<file path="config.mk">
export PLATFORM = sky130hd
export DESIGN_NAME = joystick_sector_relay_mapper
export DESIGN_NICKNAME = d
export VERILOG_FILES = /design/src/hdl/jsrm_pkg.sv /design/src/hdl/jsrm_sector.sv /design/src/hdl/joystick_sector_relay_mapper.sv
export VERILOG_INCLUDE_DIRS = /design/src /design/src/hdl
export SDC_FILE = /design/constraint.sdc
export NUM_CORES = 1
export LEC_CHECK = 0
export BUFFER_PORTS_ARGS = -buffer_cell sky130_fd_sc_hd__buf_4
export CAP_MARGIN = 20
export CELL_PAD_IN_SITES_DETAIL_PLACEMENT = 1
export CELL_PAD_IN_SITES_GLOBAL_PLACEMENT = 2
export CORE_MARGIN = 3
export CORE_UTILIZATION = 41
export DETAILED_ROUTE_END_ITERATION = 10
export MAX_ROUTING_LAYER = met4
export PLACE_DENSITY = 0.87
export SLEW_MARGIN = 20
export SYNTH_ARGS = -nofsm -noshare
export SYNTH_HDL_FRONTEND = slang
export SYNTH_HIERARCHICAL = 1
export SYNTH_SLANG_ARGS = --single-unit
export TNS_END_PERCENT = 10
</file>
<file path="constraint.sdc">
create_clock -name aclk -period 10.4 [get_ports aclk]
set_input_delay 0.52 -clock aclk [delete_from_list [all_inputs] [get_ports aclk]]
set_output_delay 0.52 -clock aclk [all_outputs]
set_load 0.01 [all_outputs]
</file>
<file path="src/hdl/joystick_sector_relay_mapper_macros.svh">
// Assertion macros shared by the joystick sector relay mapper.
// Each check is sampled on aclk and switched off while aresetn is low.
`ifndef JOYSTICK_SECTOR_RELAY_MAPPER_MACROS_SVH
`define JOYSTICK_SECTOR_RELAY_MAPPER_MACROS_SVH

`ifndef SYNTH

`define JSRM_ASSERT_NOW(label, ante, cons, msg) \
    label: assert property (@(posedge aclk) disable iff (!aresetn) (ante) |-> (cons)) \
        else $error(msg);

`define JSRM_ASSERT_NEXT(label, ante, cons, msg) \
    label: assert property (@(posedge aclk) disable iff (!aresetn) (ante) |=> (cons)) \
        else $error(msg);

`else

`define JSRM_ASSERT_NOW(label, ante, cons, msg)

`define JSRM_ASSERT_NEXT(label, ante, cons, msg)

`endif

`endif

</file>
<file path="src/hdl/jsrm_pkg.sv">
package jsrm_pkg;

    localparam int SECTOR_COUNT = 12;

    localparam int SAMPLE_W = 8;
    localparam int LEVEL_W  = 9;
    localparam int DELTA_W  = SAMPLE_W + 1;
    localparam int SQUARE_W = 2 * SAMPLE_W;
    localparam int DIST_W   = SQUARE_W + 1;
    localparam int ENTER_W  = 19;
    localparam int EXIT_W   = 2 * LEVEL_W;
    localparam int MASK_W   = 6;
    localparam int SECTOR_W = 4;
    localparam int CFG_IDX_W = 2;

    typedef enum logic [CFG_IDX_W-1:0] {
        REG_CENTER_VALUE = 2'd0,
        REG_ENTER_LEVEL  = 2'd1,
        REG_EXIT_LEVEL   = 2'd2
    } cfg_reg_t;

    // Reset values: centre 127, enter squared (60 + 1)^2, exit squared 40^2.
    localparam logic [SAMPLE_W-1:0] CENTER_RESET   = 8'd127;
    localparam logic [ENTER_W-1:0]  ENTER_SQ_RESET = 19'd3721;
    localparam logic [EXIT_W-1:0]   EXIT_SQ_RESET  = 18'd1600;

    localparam logic [SECTOR_W-1:0] SECTOR_LAST = SECTOR_W'(SECTOR_COUNT - 1);
    localparam logic [SECTOR_W-1:0] SECTOR_UP   = 4'd6;

    // Offsets and their squares handed to the direction classifier.
    typedef struct packed {
        logic signed [DELTA_W-1:0] dx;
        logic signed [DELTA_W-1:0] dy;
        logic [SQUARE_W-1:0]       x2;
        logic [SQUARE_W-1:0]       y2;
    } offset_t;

    function automatic logic [MASK_W-1:0] sector_mask(input logic [SECTOR_W-1:0] sector);
        logic [MASK_W-1:0] mask;
        case (sector)
            4'd0:    mask = 6'h08;
            4'd1:    mask = 6'h18;
            4'd2:    mask = 6'h10;
            4'd3:    mask = 6'h30;
            4'd4:    mask = 6'h20;
            4'd5:    mask = 6'h21;
            4'd6:    mask = 6'h01;
            4'd7:    mask = 6'h03;
            4'd8:    mask = 6'h02;
            4'd9:    mask = 6'h06;
            4'd10:   mask = 6'h04;
            4'd11:   mask = 6'h0C;
            default: mask = '0;
        endcase
        return mask;
    endfunction

endpackage

</file>
<file path="src/hdl/jsrm_sector.sv">
module jsrm_sector (
    input  jsrm_pkg::offset_t             offset,
    output logic [jsrm_pkg::SECTOR_W-1:0] sector
);
    import jsrm_pkg::*;

    logic [SQUARE_W+1:0] x2_w;
    logic [SQUARE_W+1:0] y2_w;
    logic [SQUARE_W+1:0] x2_3;
    logic [SQUARE_W+1:0] y2_3;
    logic [1:0]          third_y;
    logic [1:0]          third_x;
    logic                dx_zero;
    logic                dy_zero;

    assign x2_w = {2'b00, offset.x2};
    assign y2_w = {2'b00, offset.y2};
    assign x2_3 = x2_w + {1'b0, offset.x2, 1'b0};
    assign y2_3 = y2_w + {1'b0, offset.y2, 1'b0};

    // Third of a quadrant whose start axis is y (p = |dy|, q = |dx|).
    assign third_y = (x2_w >= y2_3) ? 2'd2 : ((x2_3 >= y2_w) ? 2'd1 : 2'd0);
    // Third of a quadrant whose start axis is x (p = |dx|, q = |dy|).
    assign third_x = (y2_w >= x2_3) ? 2'd2 : ((y2_3 >= x2_w) ? 2'd1 : 2'd0);

    assign dx_zero = (offset.dx == '0);
    assign dy_zero = (offset.dy == '0);

    always_comb begin
        if (dx_zero && dy_zero) begin
            sector = SECTOR_UP;
        end else if (dx_zero && offset.dy < 0) begin
            // Straight down sits on the +180 degree edge and folds into the last sector.
            sector = SECTOR_LAST;
        end else if (offset.dx >= 0 && offset.dy > 0) begin
            sector = 4'd6 + {2'b00, third_y};
        end else if (offset.dx > 0) begin
            sector = 4'd9 + {2'b00, third_x};
        end else if (offset.dy >= 0) begin
            sector = 4'd3 + {2'b00, third_x};
        end else begin
            sector = {2'b00, third_y};
        end
    end

endmodule

</file>
<file path="src/hdl/joystick_sector_relay_mapper.sv">
// Joystick sector relay mapper.
// A request on the s_ channel carries one raw joystick sample (x, y). Each
// request yields exactly one result on the m_ channel: the relay drive mask,
// the engaged flag after that sample and the 30 degree direction sector.
// Both channels use valid/ready. The block is a two-register pipeline: the
// sample is offset from the centre value as it is captured, and the squares,
// hysteresis compare and sector lookup are resolved on the way into the
// result register. A request moves from the capture register into the
// result register once that is free, which raises m_valid, and one
// request is taken every cycle while the receiver keeps up.
// When m_ready is low the result register holds and the capture register
// fills; s_ready then drops until the result is taken.
// The configuration port writes the centre value or the enter or exit level,
// one per write as cfg_index selects; the levels are stored as squares, squared on the write.
// Writes belong to idle periods. aresetn (synchronous, active low) empties
// the pipeline, clears the engaged flag and restores the register defaults.
module joystick_sector_relay_mapper (
    input  logic                             aclk,
    input  logic                             aresetn,

    input  logic                             cfg_wr_en,
    input  logic [jsrm_pkg::CFG_IDX_W-1:0]   cfg_index,
    input  logic [jsrm_pkg::LEVEL_W-1:0]     cfg_wdata,

    input  logic                             s_valid,
    output logic                             s_ready,
    input  logic [jsrm_pkg::SAMPLE_W-1:0]    s_joystick_x,
    input  logic [jsrm_pkg::SAMPLE_W-1:0]    s_joystick_y,

    output logic                             m_valid,
    input  logic                             m_ready,
    output logic [jsrm_pkg::MASK_W-1:0]      m_relay_mask,
    output logic                             m_engaged,
    output logic [jsrm_pkg::SECTOR_W-1:0]    m_sector
);
    import jsrm_pkg::*;

    `include "joystick_sector_relay_mapper_macros.svh"

    logic [SAMPLE_W-1:0]      center_reg;
    logic [ENTER_W-1:0]       enter_sq_reg;
    logic [EXIT_W-1:0]        exit_sq_reg;
    logic [LEVEL_W:0]         enter_p1;
    logic [2*LEVEL_W+1:0]     enter_sq_full;
    logic [2*LEVEL_W-1:0]     exit_sq_full;

    logic                     in_valid_reg;
    logic signed [DELTA_W-1:0] dx_reg;
    logic signed [DELTA_W-1:0] dy_reg;
    logic signed [DELTA_W-1:0] dx_next;
    logic signed [DELTA_W-1:0] dy_next;

    logic                     out_valid_reg;
    logic [MASK_W-1:0]        mask_reg;
    logic [SECTOR_W-1:0]      sector_reg;
    logic                     engaged_flag_reg;
    logic                     engaged_next;

    logic                     advance;
    logic                     take;
    logic [SAMPLE_W-1:0]      ax;
    logic [SAMPLE_W-1:0]      ay;
    logic [DIST_W-1:0]        dist_sq;
    offset_t                  offset;
    logic [SECTOR_W-1:0]      sector_raw;

    // Configuration: levels kept as squares so the data path only compares.
    assign enter_p1      = {1'b0, cfg_wdata} + 10'd1;
    assign enter_sq_full = enter_p1 * enter_p1;
    assign exit_sq_full  = cfg_wdata * cfg_wdata;

    always_ff @(posedge aclk) begin
        if (!aresetn) begin
            center_reg   <= CENTER_RESET;
            enter_sq_reg <= ENTER_SQ_RESET;
            exit_sq_reg  <= EXIT_SQ_RESET;
        end else if (cfg_wr_en) begin
            case (cfg_index)
                REG_CENTER_VALUE: center_reg   <= cfg_wdata[SAMPLE_W-1:0];
                REG_ENTER_LEVEL:  enter_sq_reg <= enter_sq_full[ENTER_W-1:0];
                REG_EXIT_LEVEL:   exit_sq_reg  <= exit_sq_full;
                default: ;
            endcase
        end
    end

    // Handshake: the capture stage moves on when the result register is free.
    assign advance = in_valid_reg && (!out_valid_reg || m_ready);
    assign s_ready = !in_valid_reg || advance;
    assign take    = s_valid && s_ready;

    assign dx_next = $signed({1'b0, s_joystick_x}) - $signed({1'b0, center_reg});
    assign dy_next = $signed({1'b0, s_joystick_y}) - $signed({1'b0, center_reg});

    always_ff @(posedge aclk) begin
        if (!aresetn) begin
            in_valid_reg <= 1'b0;
        end else if (take) begin
            in_valid_reg <= 1'b1;
        end else if (advance) begin
            in_valid_reg <= 1'b0;
        end
    end

    always_ff @(posedge aclk) begin
        if (take) begin
            dx_reg <= dx_next;
            dy_reg <= dy_next;
        end
    end

    // Second half: squares, hysteresis and direction.
    assign ax = dx_reg[DELTA_W-1] ? SAMPLE_W'(-dx_reg) : dx_reg[SAMPLE_W-1:0];
    assign ay = dy_reg[DELTA_W-1] ? SAMPLE_W'(-dy_reg) : dy_reg[SAMPLE_W-1:0];

    assign offset.dx = dx_reg;
    assign offset.dy = dy_reg;
    assign offset.x2 = ax * ax;
    assign offset.y2 = ay * ay;
    assign dist_sq   = {1'b0, offset.x2} + {1'b0, offset.y2};

    always_comb begin
        engaged_next = engaged_flag_reg;
        if (!engaged_flag_reg && ({2'b00, dist_sq} >= enter_sq_reg)) begin
            engaged_next = 1'b1;
        end else if (engaged_flag_reg && ({1'b0, dist_sq} < exit_sq_reg)) begin
            engaged_next = 1'b0;
        end
    end

    jsrm_sector u_sector (
        .offset (offset),
        .sector (sector_raw)
    );

    always_ff @(posedge aclk) begin
        if (!aresetn) begin
            out_valid_reg    <= 1'b0;
            engaged_flag_reg <= 1'b0;
        end else if (advance) begin
            out_valid_reg    <= 1'b1;
            engaged_flag_reg <= engaged_next;
        end else if (m_ready) begin
            out_valid_reg    <= 1'b0;
        end
    end

    always_ff @(posedge aclk) begin
        if (advance) begin
            sector_reg <= engaged_next ? sector_raw : '0;
            mask_reg   <= engaged_next ? sector_mask(sector_raw) : '0;
        end
    end

    assign m_valid      = out_valid_reg;
    assign m_relay_mask = mask_reg;
    assign m_engaged    = engaged_flag_reg;
    assign m_sector     = sector_reg;

    `JSRM_ASSERT_NOW(a_idle_outputs_zero, m_valid && !m_engaged, m_relay_mask == '0 && m_sector == '0, "released result carries a mask or sector")
    `JSRM_ASSERT_NOW(a_sector_in_range, m_valid && m_engaged, m_sector <= SECTOR_LAST && m_relay_mask != '0, "engaged result has a bad sector or an empty mask")
    `JSRM_ASSERT_NEXT(a_flag_moves_with_item, !advance, $stable(engaged_flag_reg), "engaged flag changed without a request passing")
    `JSRM_ASSERT_NEXT(a_result_held, m_valid && !m_ready, m_valid && $stable(m_sector) && $stable(m_relay_mask), "stalled result was not held")

endmodule

</file>
After elaboration in Yosys (flattened, before gate mapping):

Memory sizes are Yosys's and may differ from the RTL's. A register that Yosys moved wholly into a read port is not among the register bits.
Cells that the tools add are included.

* add/subtract/negate cells: 11
* $mul: 4
* $lt $le $gt $ge: 11
* eq/ne operators: 2
* multiplexer cells: 17
* reduce and logical (&&, ||, !) cells: 21

Operator list (number)
* $add 16x17->18: 2
* $ge 16x18->1: 2
* $ge 18x16->1: 2
* $mul 8x8->16: 2
* $mux 4: 5
* $ge 17x19->1: 1
* $mul 10x10->19: 1
* $ge 9x1->1 const B: 2
* $gt 9x1->1 const B: 2
* $logic_not 9->1: 2
* $lt 17x18->1: 1
* $mul 9x9->18: 1
* $sub 8x8->9: 2
* $add 16x16->17: 1
* $mux 8: 2
* $neg 8->8: 2
* $add 9x1->10 const B: 1
* $lt 9x1->1 const B: 1
* $mux 1: 8
* $logic_and 1x1->1: 7
* $reduce_and 2->1: 3
* $add 3x2->4 const A: 1
* $add 4x2->4 const A: 1
* $logic_not 1->1: 4
* other kinds (7): 10

* register bits: 70
* ROM bits: 96
* input port bits: 32
* logic and storage cells: 76
* memories kept: 1

Memory list
* (name not given): depth 16, bits a word 6, rd ports 1, clocked after memory_dff 1, wr ports 0, RTL line jsrm_pkg.sv:40 `case (sector)`

Logic depth before layout (Yosys ltp):

Gate-level depths: netlist of the first run.

* depth in word-level cells: 13
* gate-level depth with buffers: 40
* gate-level depth less buffers: 40

Cells and area by module:

Netlist of the first run, hierarchy kept.

Modules (own cells, without submodules)
* joystick_sector_relay_mapper: times used 1, cells an instance 1496, area an instance 12807.3 µm², seq. area each 1761.7 µm²
* jsrm_sector: times used 1, cells an instance 323, area an instance 2382.3 µm², seq. area each 0.0 µm²

Worst setup path after synthesis of the first run:

No wires, ideal clock.

* path kind: reg-to-reg
* start point: register dx_reg[0]
* end point: register mask_reg[5] (netlist: m_relay_mask[5]) (data pin)
* setup time: 160 ps
* arrival: 8649 ps
* setup slack: 1591 ps
* stages on the path, launching flop included: 36
* period minus slack after synthesis: 8809 ps
* cells stage by stage: edfxtp_1 or3_1 o31ai_1 xor2_1 nor2_1 fa_1 fa_1 inv_1 fa_1 fa_1 inv_1 ha_1 o21a_1 o21a_1 and3_1 o41a_1 nor3_1 xnor2_1 ha_1 or2_2 o31a_1 o41ai_2 o21ai_0 xor2_1 ha_1 a211oi_1 o21ai_0 a211oi_1 o22ai_1 nor2b_1 or3_1 a211oi_1 nor4bb_1 nand2_1 mux2_2 nor3b_1

RTL lines
* start: declaration: RTL line joystick_sector_relay_mapper.sv:48 `logic signed [DELTA_W-1:0] dx_reg;`
* start signal: assignment: RTL line joystick_sector_relay_mapper.sv:107 `dx_reg <= dx_next;`
* end: declaration: RTL line joystick_sector_relay_mapper.sv:54 `logic [MASK_W-1:0] mask_reg;`

==> flow_summary.json, run 1 <==
{
  "synth_area_um2": 15190,
  "status": "finished clean",
  "synth_edf_count": 28,
  "h-tree-depth": 3,
  "rr_worst_depth": 35,
  "drc_errors": 0,
  "mostFrequentLayoutCell": "inv_1",
  "max_freq_mhz": 104.0,
  "firstDrtPassIters": 4,
  "grt_pass1_vias": 13700,
  "drv_slew": 0,
  "worstPathRequired_ns": 10.58,
  "critPathLaunchType": "flop",
  "cp-end-kind": "flop",
  "cts.clk_slew.worst_paths_ns": 0.06,
  "rsz0062_at_grt": "no",
  "core_area_um2": 36000,
  "drt-wirelength-per-cell_um": 17.23,
  "use_met3_pct": 1.169,
  "synth-async-reset-ratio_pct": 0,
  "r2r-end": "m_relay_mask[5]",
  "r2r_start": "dx_reg[0]",
  "num_rows": 69,
  "layout-drive-gt1-share_pct": 6.310,
  "drt_iter0_drc": 425,
  "cp_max_fo": 9,
  "ios": 45,
  "synth.distinct_cells": 74,
  "drv_cap": 0,
  "numPortBuffers": 44,
  "die_area_um2": 39390,
  "max-slew-margin-rel_pct": 33.37,
  "cts_resized": 0,
  "area_delta_synth_final_pct": 8.649,
  "grt-busiest-layer": "met2",
  "clock_path_buffers": 2,
  "min_from": "s_valid",
  "synth_seq_cells": 74,
  "r2r_slack_ns": 0.78,
  "fin_crit_sh_pct": 92.46,
  "seqCellArea_um2": 1762,
  "overflow": 0,
  "cts_setup_buffers": 0,
  "final_nets": 2318,
  "finalWirelength_mm": 40.44,
  "grt_max_degree": 60,
  "holdBufCountCts": 0,
  "avgViaCountPerCell": 5.346,
  "cp_slowest_stage_delay_ns": 0.75,
  "synth_ff_type": "dfxtp_1",
  "via_count": 12550,
  "syn_avg_cell_area_um2": 8.351,
  "grt.total_usage_pct": 22.01,
  "critPathArrivalTime_ns": 9.79,
  "ys_seq_area_share_pct": 11.60,
  "hold_path_class": "in2reg",
  "hold_viol": 0,
  "postRouteAntennaNets": 0,
  "final.fill_count": 4335,
  "multi_input_area_um2": 12240,
  "die_y_um": 198.5,
  "critPathKind": "reg2reg",
  "skew_ns": 0.007032,
  "cp_slowest_cell": "xnor2_1",
  "dp_hpwl_mm": 34.79,
  "cts_made_buffers": 9,
  "hold-path-endpoint": "in_valid_reg",
  "finalSetupViolations": 0,
  "post-route-min-period_ns": 9.616,
  "cts_sinks": 74,
  "tns_ns": 0,
  "tightest_slew_ns": 0.9904,
  "root_buffer": "clkbuf_16",
  "insertion_delay_ns": 0.34,
  "place.gp.congestion": 0.8803,
  "antenna_cells": 0,
  "floorplan.initialDensity_pct": 42.19,
  "synth_warnings": 6,
  "largest_register_ffs": 18,
  "most-common-layout-cells": "305 x inv_1, 271 x ha_1, 154 x nor2_1, 134 x fa_1, 118 x nand2_1",
  "die_x_um": 198.5,
  "grt_first_pass_wirelength_mm": 68.45,
  "cts_tree": "done",
  "antenna_found_initial": 0,
  "use_met1_pct": 25.32,
  "gr-usage-met2_pct": 41.91,
  "min_path_cells": 3,
  "syn_inst": 1819
}
-- critical path, delay by kind of cell (launching register included) --
kind	cells	cell delay, ns
flip-flops	1	0.51
buffers and inverters	3	0.35
multiplexers	1	0.38
AO/OA/AOI/OAI	9	1.49
AND/OR/NAND/NOR	11	2.12
adder cells (fa/ha/maj)	8	3.37
XOR/XNOR	3	1.19
-- layout make-up --
cell class,count,area share (%)
sequential,74,10.67
timing repair buffer,64,2.911
multi-input combinational,1424,74.15
inverter,308,7.005
clock inverter,5,0.2199
tap,461,3.495
clock buffer,11,1.539
-- routing by layer --
| metal | routed length (µm) | up-vias |
|---|---|---|
| li1 | - | 6216 |
| met5 | 0 | - |
| met1 | 17580 | 6193 |
| met2 | 21570 | 98 |
| met4 | 837 | 0 |
| met3 | 446 | 41 |
-- Yosys cell counts, types with 24 or more instances --
master    number  area [µm²]
inv_1        305        1145
ha_1         271        3391
nor2_1       154       578.1
fa_1         134        2683
nand2_1      118       442.9
a21oi_1       94       470.5
xnor2_1       77       674.4
o21ai_0       60       300.3
xor2_1        47       411.6
dfxtp_1       46       920.9
nor2b_1       39       244.0
and2_1        37       231.5
a21o_1        36       270.3
nand3_1       34       170.2
clkbuf_1      29       108.9
edfxtp_1      28       840.8
o211ai_1      28       210.2
o21a_1        24       180.2
-- cells by family (layout without fill, tap and decap cells) --
| group | after synthesis | after routing | share of synthesized area [%] |
|---|---|---|---|
| and+or+nand+nor | 516 | 516 | 16.85 |
| adders and majority gates | 405 | 405 | 39.98 |
| AOI/OAI and AO/OA | 350 | 350 | 15.29 |
| buffers and inverters | 338 | 388 | 8.361 |
| xor gates and xnor gates | 125 | 125 | 7.257 |
| DFF | 74 | 74 | 11.60 |
| muxes | 9 | 9 | 0.6178 |
| other | 2 | 19 | 0.04944 |
-- worst max-delay path by stage --
stage	from	end	cells past startpoint
5_1_grt	dx_reg[0]	m_relay_mask[1]	39
6_report	dx_reg[0]	m_relay_mask[5]	35
2_1_floorplan	dx_reg[0]	m_relay_mask[5]	35
4_1_cts	dx_reg[0]	m_relay_mask[5]	36
3_3_place_gp	dx_reg[0]	m_relay_mask[5]	35
3_5_place_dp	dx_reg[0]	m_relay_mask[5]	36
-- through the flow --
stage | setup WS (ns) | cells | hold slack (ns) | area, µm² | utilization (%)
after floorplan | 1.591 | 1836 | 0.4389 | 15250 | -
after global placement | 0.7111 | 2331 | 0.4536 | 16200 | 44.99
after detailed placement | 0.5514 | 2331 | 0.4622 | 16200 | 44.99
after CTS | 0.4996 | 2347 | 0.4116 | 16490 | 45.80
after global routing | 0.04771 | 2347 | 0.4464 | 16500 | 45.84
final | 0.7840 | 2347 | 0.4226 | 16500 | 45.84
Power of run 1 is not shown: default switching activity piles up to over one toggle a cycle in this logic, so the estimate is an artifact.
==> run 2, diff against run 1 <==
--- a/config.mk
+++ b/config.mk
@@ -14,7 +14,7 @@
 export CORE_UTILIZATION = 41
 export DETAILED_ROUTE_END_ITERATION = 10
 export MAX_ROUTING_LAYER = met4
-export PLACE_DENSITY = 0.87
+export PLACE_DENSITY_LB_ADDON = 0.1
 export SLEW_MARGIN = 20
 export SYNTH_ARGS = -nofsm -noshare
 export SYNTH_HDL_FRONTEND = slang
==> run 2 against run 1 <==
  * Utilization rose by 0.19 points
  * Non-clock buffer count is the same
  * Die area stayed put
  * Global-route usage is 0.41 points higher
  * Register-to-register slack got worse by 0.09 ns
  * Largest cell class unchanged
==> flow_summary.json, run 2 (synthesis gave the netlist of run 1 again) <==
{
  "path_common_cell": "fa_1",
  "grt.total_usage_pct": 22.43,
  "cp-end-kind": "flop",
  "critPathLaunchType": "flop",
  "seqCellArea_um2": 1762,
  "crit_path_end": "m_relay_mask[5]",
  "worstPathRequired_ns": 10.58,
  "r2r_slack_ns": 0.70,
  "dp_hpwl_mm": 35.38,
  "cp_slowest_stage_delay_ns": 0.54,
  "max-slew-margin-rel_pct": 28.02,
  "place.gp.congestion": 0.9599,
  "clock_path_buffers": 2,
  "floorplan.initialDensity_pct": 42.19,
  "core_area_um2": 36000,
  "insertion_delay_ns": 0.34,
  "post-route-min-period_ns": 9.703,
  "drv_cap": 0,
  "cts_tree": "done",
  "die_x_um": 198.5,
  "drt_iter0_drc": 471,
  "drc_errors": 0,
  "numPortBuffers": 44,
  "final.fill_count": 4366,
  "grt_max_degree": 60,
  "grt_first_pass_wirelength_mm": 69.12,
  "num_rows": 69,
  "firstDrtPassIters": 5,
  "multi_input_area_um2": 12300,
  "r2r_start": "dx_reg[0]",
  "r2r-end": "m_relay_mask[5]",
  "hold_viol": 0,
  "area_delta_synth_final_pct": 9.094,
  "tightest_slew_ns": 1.070,
  "critPathLaunch": "dx_reg[0]",
  "mostFrequentLayoutCell": "inv_1",
  "most-common-layout-cells": "305 x inv_1, 271 x ha_1, 154 x nor2_1, 134 x fa_1, 118 x nand2_1",
  "hold_path_class": "in2reg",
  "largest_register_ffs": 18,
  "finalSetupViolations": 0,
  "drt-wirelength-per-cell_um": 17.50,
  "ios": 45,
  "fin_crit_sh_pct": 93.30,
  "cp_max_fo": 8,
  "cts.clk_slew.worst_paths_ns": 0.06,
  "skew_ns": 0.009865,
  "rr_worst_depth": 36,
  "postRouteAntennaNets": 0,
  "antenna_cells": 0,
  "max_freq_mhz": 103.1,
  "fin_area_um2": 16570,
  "grt_pass1_vias": 13550,
  "overflow": 0,
  "critPathKind": "reg2reg",
  "h-tree-depth": 3,
  "status": "finished clean",
  "post-route-util_pct": 46.03,
  "cts_sinks": 74,
  "finalWirelength_mm": 41.07,
  "place_area_um2": 16160,
  "via_count": 12480,
  "layout-drive-gt1-share_pct": 6.787,
  "cts_made_buffers": 9,
  "root_buffer": "clkbuf_16",
  "die_y_um": 198.5,
  "drv_slew": 0,
  "final_nets": 2318,
  "die_area_um2": 39390,
  "tns_ns": 0,
  "antenna_found_initial": 0,
  "avgViaCountPerCell": 5.317,
  "critPathArrivalTime_ns": 9.89,
  "cp_slowest_cell": "fa_1"
}
==> run 2: cell types whose count changed in the layout (fill, tap and decap cells not counted), sizes merged <==
cell / change
clkinv: -2
clkinvlp: +2
==> run 2: through the flow <==
step / setup slack [ns] / std cells / hold slack (ns)
floorplan: 1.591 / 1836 / 0.4389
global placement: 0.7115 / 2326 / 0.4546
detailed placement: 0.4481 / 2326 / 0.4558
CTS: 0.3923 / 2342 / 0.4088
global route: -0.01499 / 2347 / 0.4556
finish: 0.6966 / 2347 / 0.4212
==> run 2: layer usage <==
layer | vias to the layer above | part of all wire, % | GRT usage (%) | wire length, µm
li1 | 6214 | - | - | -
met1 | 6140 | 44 | 26.70 | 18230
met2 | 87 | 52 | 41.67 | 21440
met3 | 38 | 1.0 | 1.016 | 409
met4 | 0 | 2.4 | 5.596 | 988
met5 | - | 0 | - | 0
==> run 2: worst max-delay path: cells and delay by family, from the launching register on <==
family	cells	cell delay [ns]
compound gates	12	2.18
xor+xnor	3	0.87
fa+ha+maj	7	3.18
buf+inv	3	0.30
flops	1	0.52
mux	1	0.27
simple gates	10	2.21
==> run 2: worst min-delay path by stage <==
stage / start / to / slack, ns / cells past startpoint
after floorplan: exit_sq_reg[0] / exit_sq_reg[0] / 0.44 / 2
final: s_valid / in_valid_reg / 0.42 / 3
after global placement: exit_sq_reg[2] / exit_sq_reg[2] / 0.45 / 2
after global routing: s_valid / in_valid_reg / 0.46 / 3
after detailed placement: exit_sq_reg[0] / exit_sq_reg[0] / 0.46 / 2
after CTS: s_valid / in_valid_reg / 0.41 / 3
==> run 2: cell type report <==
type                    instances  area share [%]
multi-input cells            1424           74.24
repair buffers                 64           2.899
clock buffers                  11           1.533
clock inverters                 5          0.2114
flip-flops and latches         74           10.63
well taps                     461           3.481
inverters                     308           6.999
==> run 2: repair_timing <==
item / in CTS / in global routing
setup endpoints to repair: 0 / 7
hold buffers: 0 / 0
buffers inserted: 0 / 4
gates resized for setup: 0 / 13
Power of run 2 is left out for the same reason.
==> run 3, diff against run 2 <==
--- a/config.mk
+++ b/config.mk
@@ -6,7 +6,7 @@
 export SDC_FILE = /design/constraint.sdc
 export NUM_CORES = 1
 export LEC_CHECK = 0
-export BUFFER_PORTS_ARGS = -buffer_cell sky130_fd_sc_hd__buf_4
+export BUFFER_PORTS_ARGS = -buffer_cell sky130_fd_sc_hd__buf_2
 export CAP_MARGIN = 20
 export CELL_PAD_IN_SITES_DETAIL_PLACEMENT = 1
 export CELL_PAD_IN_SITES_GLOBAL_PLACEMENT = 2
==> constraint.sdc (replaced) <==
create_clock -name aclk -period 10.4 [get_ports aclk]
set_input_delay 3.12 -clock aclk [delete_from_list [all_inputs] [get_ports aclk]]
set_output_delay 3.12 -clock aclk [all_outputs]
set_load 0.01 [all_outputs]
==> run 3 against run 2 <==
  * Clock skew fell by 0.0011 ns
  * Utilization decreased by 0.33 points
  * Cell area down 0.71%
  * Cell count about the same
==> flow_summary.json, run 3 (synthesis gave the netlist of run 1 again) <==
{
  "status": "finished clean",
  "final_nets": 2320,
  "largest_register_ffs": 18,
  "most-common-layout-cells": "305 x inv_1, 271 x ha_1, 154 x nor2_1, 134 x fa_1, 118 x nand2_1",
  "critPathKind": "reg2reg",
  "antenna_found_initial": 0,
  "drt-wirelength-per-cell_um": 17.57,
  "grt_first_pass_wirelength_mm": 69.70,
  "grt_pass1_vias": 13820,
  "postRouteAntennaNets": 0,
  "hold_viol": 0,
  "mostFrequentLayoutCell": "inv_1",
  "die_y_um": 198.5,
  "finalSetupViolations": 0,
  "dp_hpwl_mm": 35.61,
  "numPortBuffers": 44,
  "tns_ns": 0,
  "area_delta_synth_final_pct": 8.320,
  "h-tree-depth": 3,
  "antenna_cells": 0,
  "rsz0062_at_grt": "no",
  "cts_tree": "done",
  "fin_crit_sh_pct": 93.07,
  "critPathArrivalTime_ns": 9.86,
  "hold_path_class": "reg2reg",
  "clock_path_buffers": 2,
  "cp_slowest_stage_delay_ns": 0.73,
  "die_x_um": 198.5,
  "cts.clk_slew.worst_paths_ns": 0.06,
  "max-slew-margin-rel_pct": 34.48,
  "path_delay_family": "adder cells",
  "cp_num_buf_inv": 4,
  "cp_max_fo": 9,
  "avgViaCountPerCell": 5.344,
  "critPathLaunchType": "flop",
  "cts_made_buffers": 9,
  "layout-drive-gt1-share_pct": 6.621,
  "holdWs_ns": 0.4716,
  "cts_sinks": 74,
  "cp_slowest_cell": "xnor2_1",
  "root_buffer": "clkbuf_16",
  "grt.total_usage_pct": 22.51,
  "place.gp.congestion": 0.8913,
  "floorplan.initialDensity_pct": 42.19,
  "ios": 45,
  "skew_ns": 0.008716,
  "insertion_delay_ns": 0.34,
  "via_count": 12550,
  "tightest_slew_ns": 0.9809,
  "worstPathRequired_ns": 10.58,
  "num_rows": 69,
  "die_area_um2": 39390,
  "drv_cap": 0,
  "max_freq_mhz": 103.3,
  "core_area_um2": 36000,
  "grt_max_degree": 60,
  "drt_iter0_drc": 491,
  "firstDrtPassIters": 5,
  "cp-end-kind": "flop",
  "drc_errors": 0,
  "finalWirelength_mm": 41.28,
  "overflow": 0,
  "post-route-min-period_ns": 9.679,
  "drv_slew": 0
}
-- run 3: changes by cell type in the layout (fill, tap and decap cells not counted), moves of 2 or more --
| cell | previous run | this run |
|---|---|---|
| buf_4 | 64 | 22 |
| clkbuf_8 | 0 | 2 |
| buf_2 | 0 | 44 |
| xnor2_2 | 3 | 1 |
| xnor2_1 | 74 | 76 |
-- run 3: per-stage QoR --
| step | setup WS [ns] | instances | util, % | cell area (µm²) |
|---|---|---|---|---|
| floorplan | 1.591 | 1836 | - | 15250 |
| global placement | 0.7718 | 2329 | 44.64 | 16070 |
| detailed placement | 0.4023 | 2329 | 44.64 | 16070 |
| CTS | 0.3752 | 2345 | 45.51 | 16380 |
| global route | 0.03057 | 2349 | 45.70 | 16450 |
| finish | 0.7212 | 2349 | 45.70 | 16450 |
-- run 3: final cells by class --
cell class | count | area (µm²)
Timing Repair Buffer | 66 | 385.4
Clock inverter | 5 | 60.06
Tap cell | 461 | 576.8
Inverter | 308 | 1156
Clock buffer | 11 | 252.7
Multi-Input combinational cell | 1424 | 12260
Fill cell | 4380 | 19550
Sequential cell | 74 | 1762
-- run 3: worst reg2reg max path, delay by kind of cell (launching register included) --
family | cells | cell delay [ns]
compound gates | 11 | 1.78
mux | 1 | 0.27
simple gates | 10 | 1.93
flops | 1 | 0.51
xor+xnor | 3 | 1.16
fa+ha+maj | 8 | 3.36
buf+inv | 4 | 0.53
-- run 3: metal layers --
| layer | wire length (µm) | GRT usage, % | share of wire [%] |
|---|---|---|---|
| met3 | 521 | 0.9824 | 1.3 |
| met1 | 17790 | 25.89 | 43 |
| met5 | 0 | - | 0 |
| met2 | 22010 | 42.99 | 53 |
| met4 | 960 | 5.596 | 2.3 |
-- run 3: worst paths after layout --
check / startpoint / end / slack, ns / cells after the start
min reg2reg: exit_sq_reg[0] / exit_sq_reg[0] / 0.47 / 2
min: exit_sq_reg[0] / exit_sq_reg[0] / 0.47 / 2
max reg2reg: dx_reg[0] / m_relay_mask[5] / 0.72 / 37
max: dx_reg[0] / m_relay_mask[5] / 0.72 / 37
-- run 3: what timing repair did --
| action | 4_1_cts | 5_1_grt |
|---|---|---|
| setup buffers | 0 | 4 |
| gates resized for setup | 0 | 6 |
| endpoints found under the setup margin | 0 | 7 |
| hold buffers | 0 | 0 |
Power of run 3 is left out for the same reason.
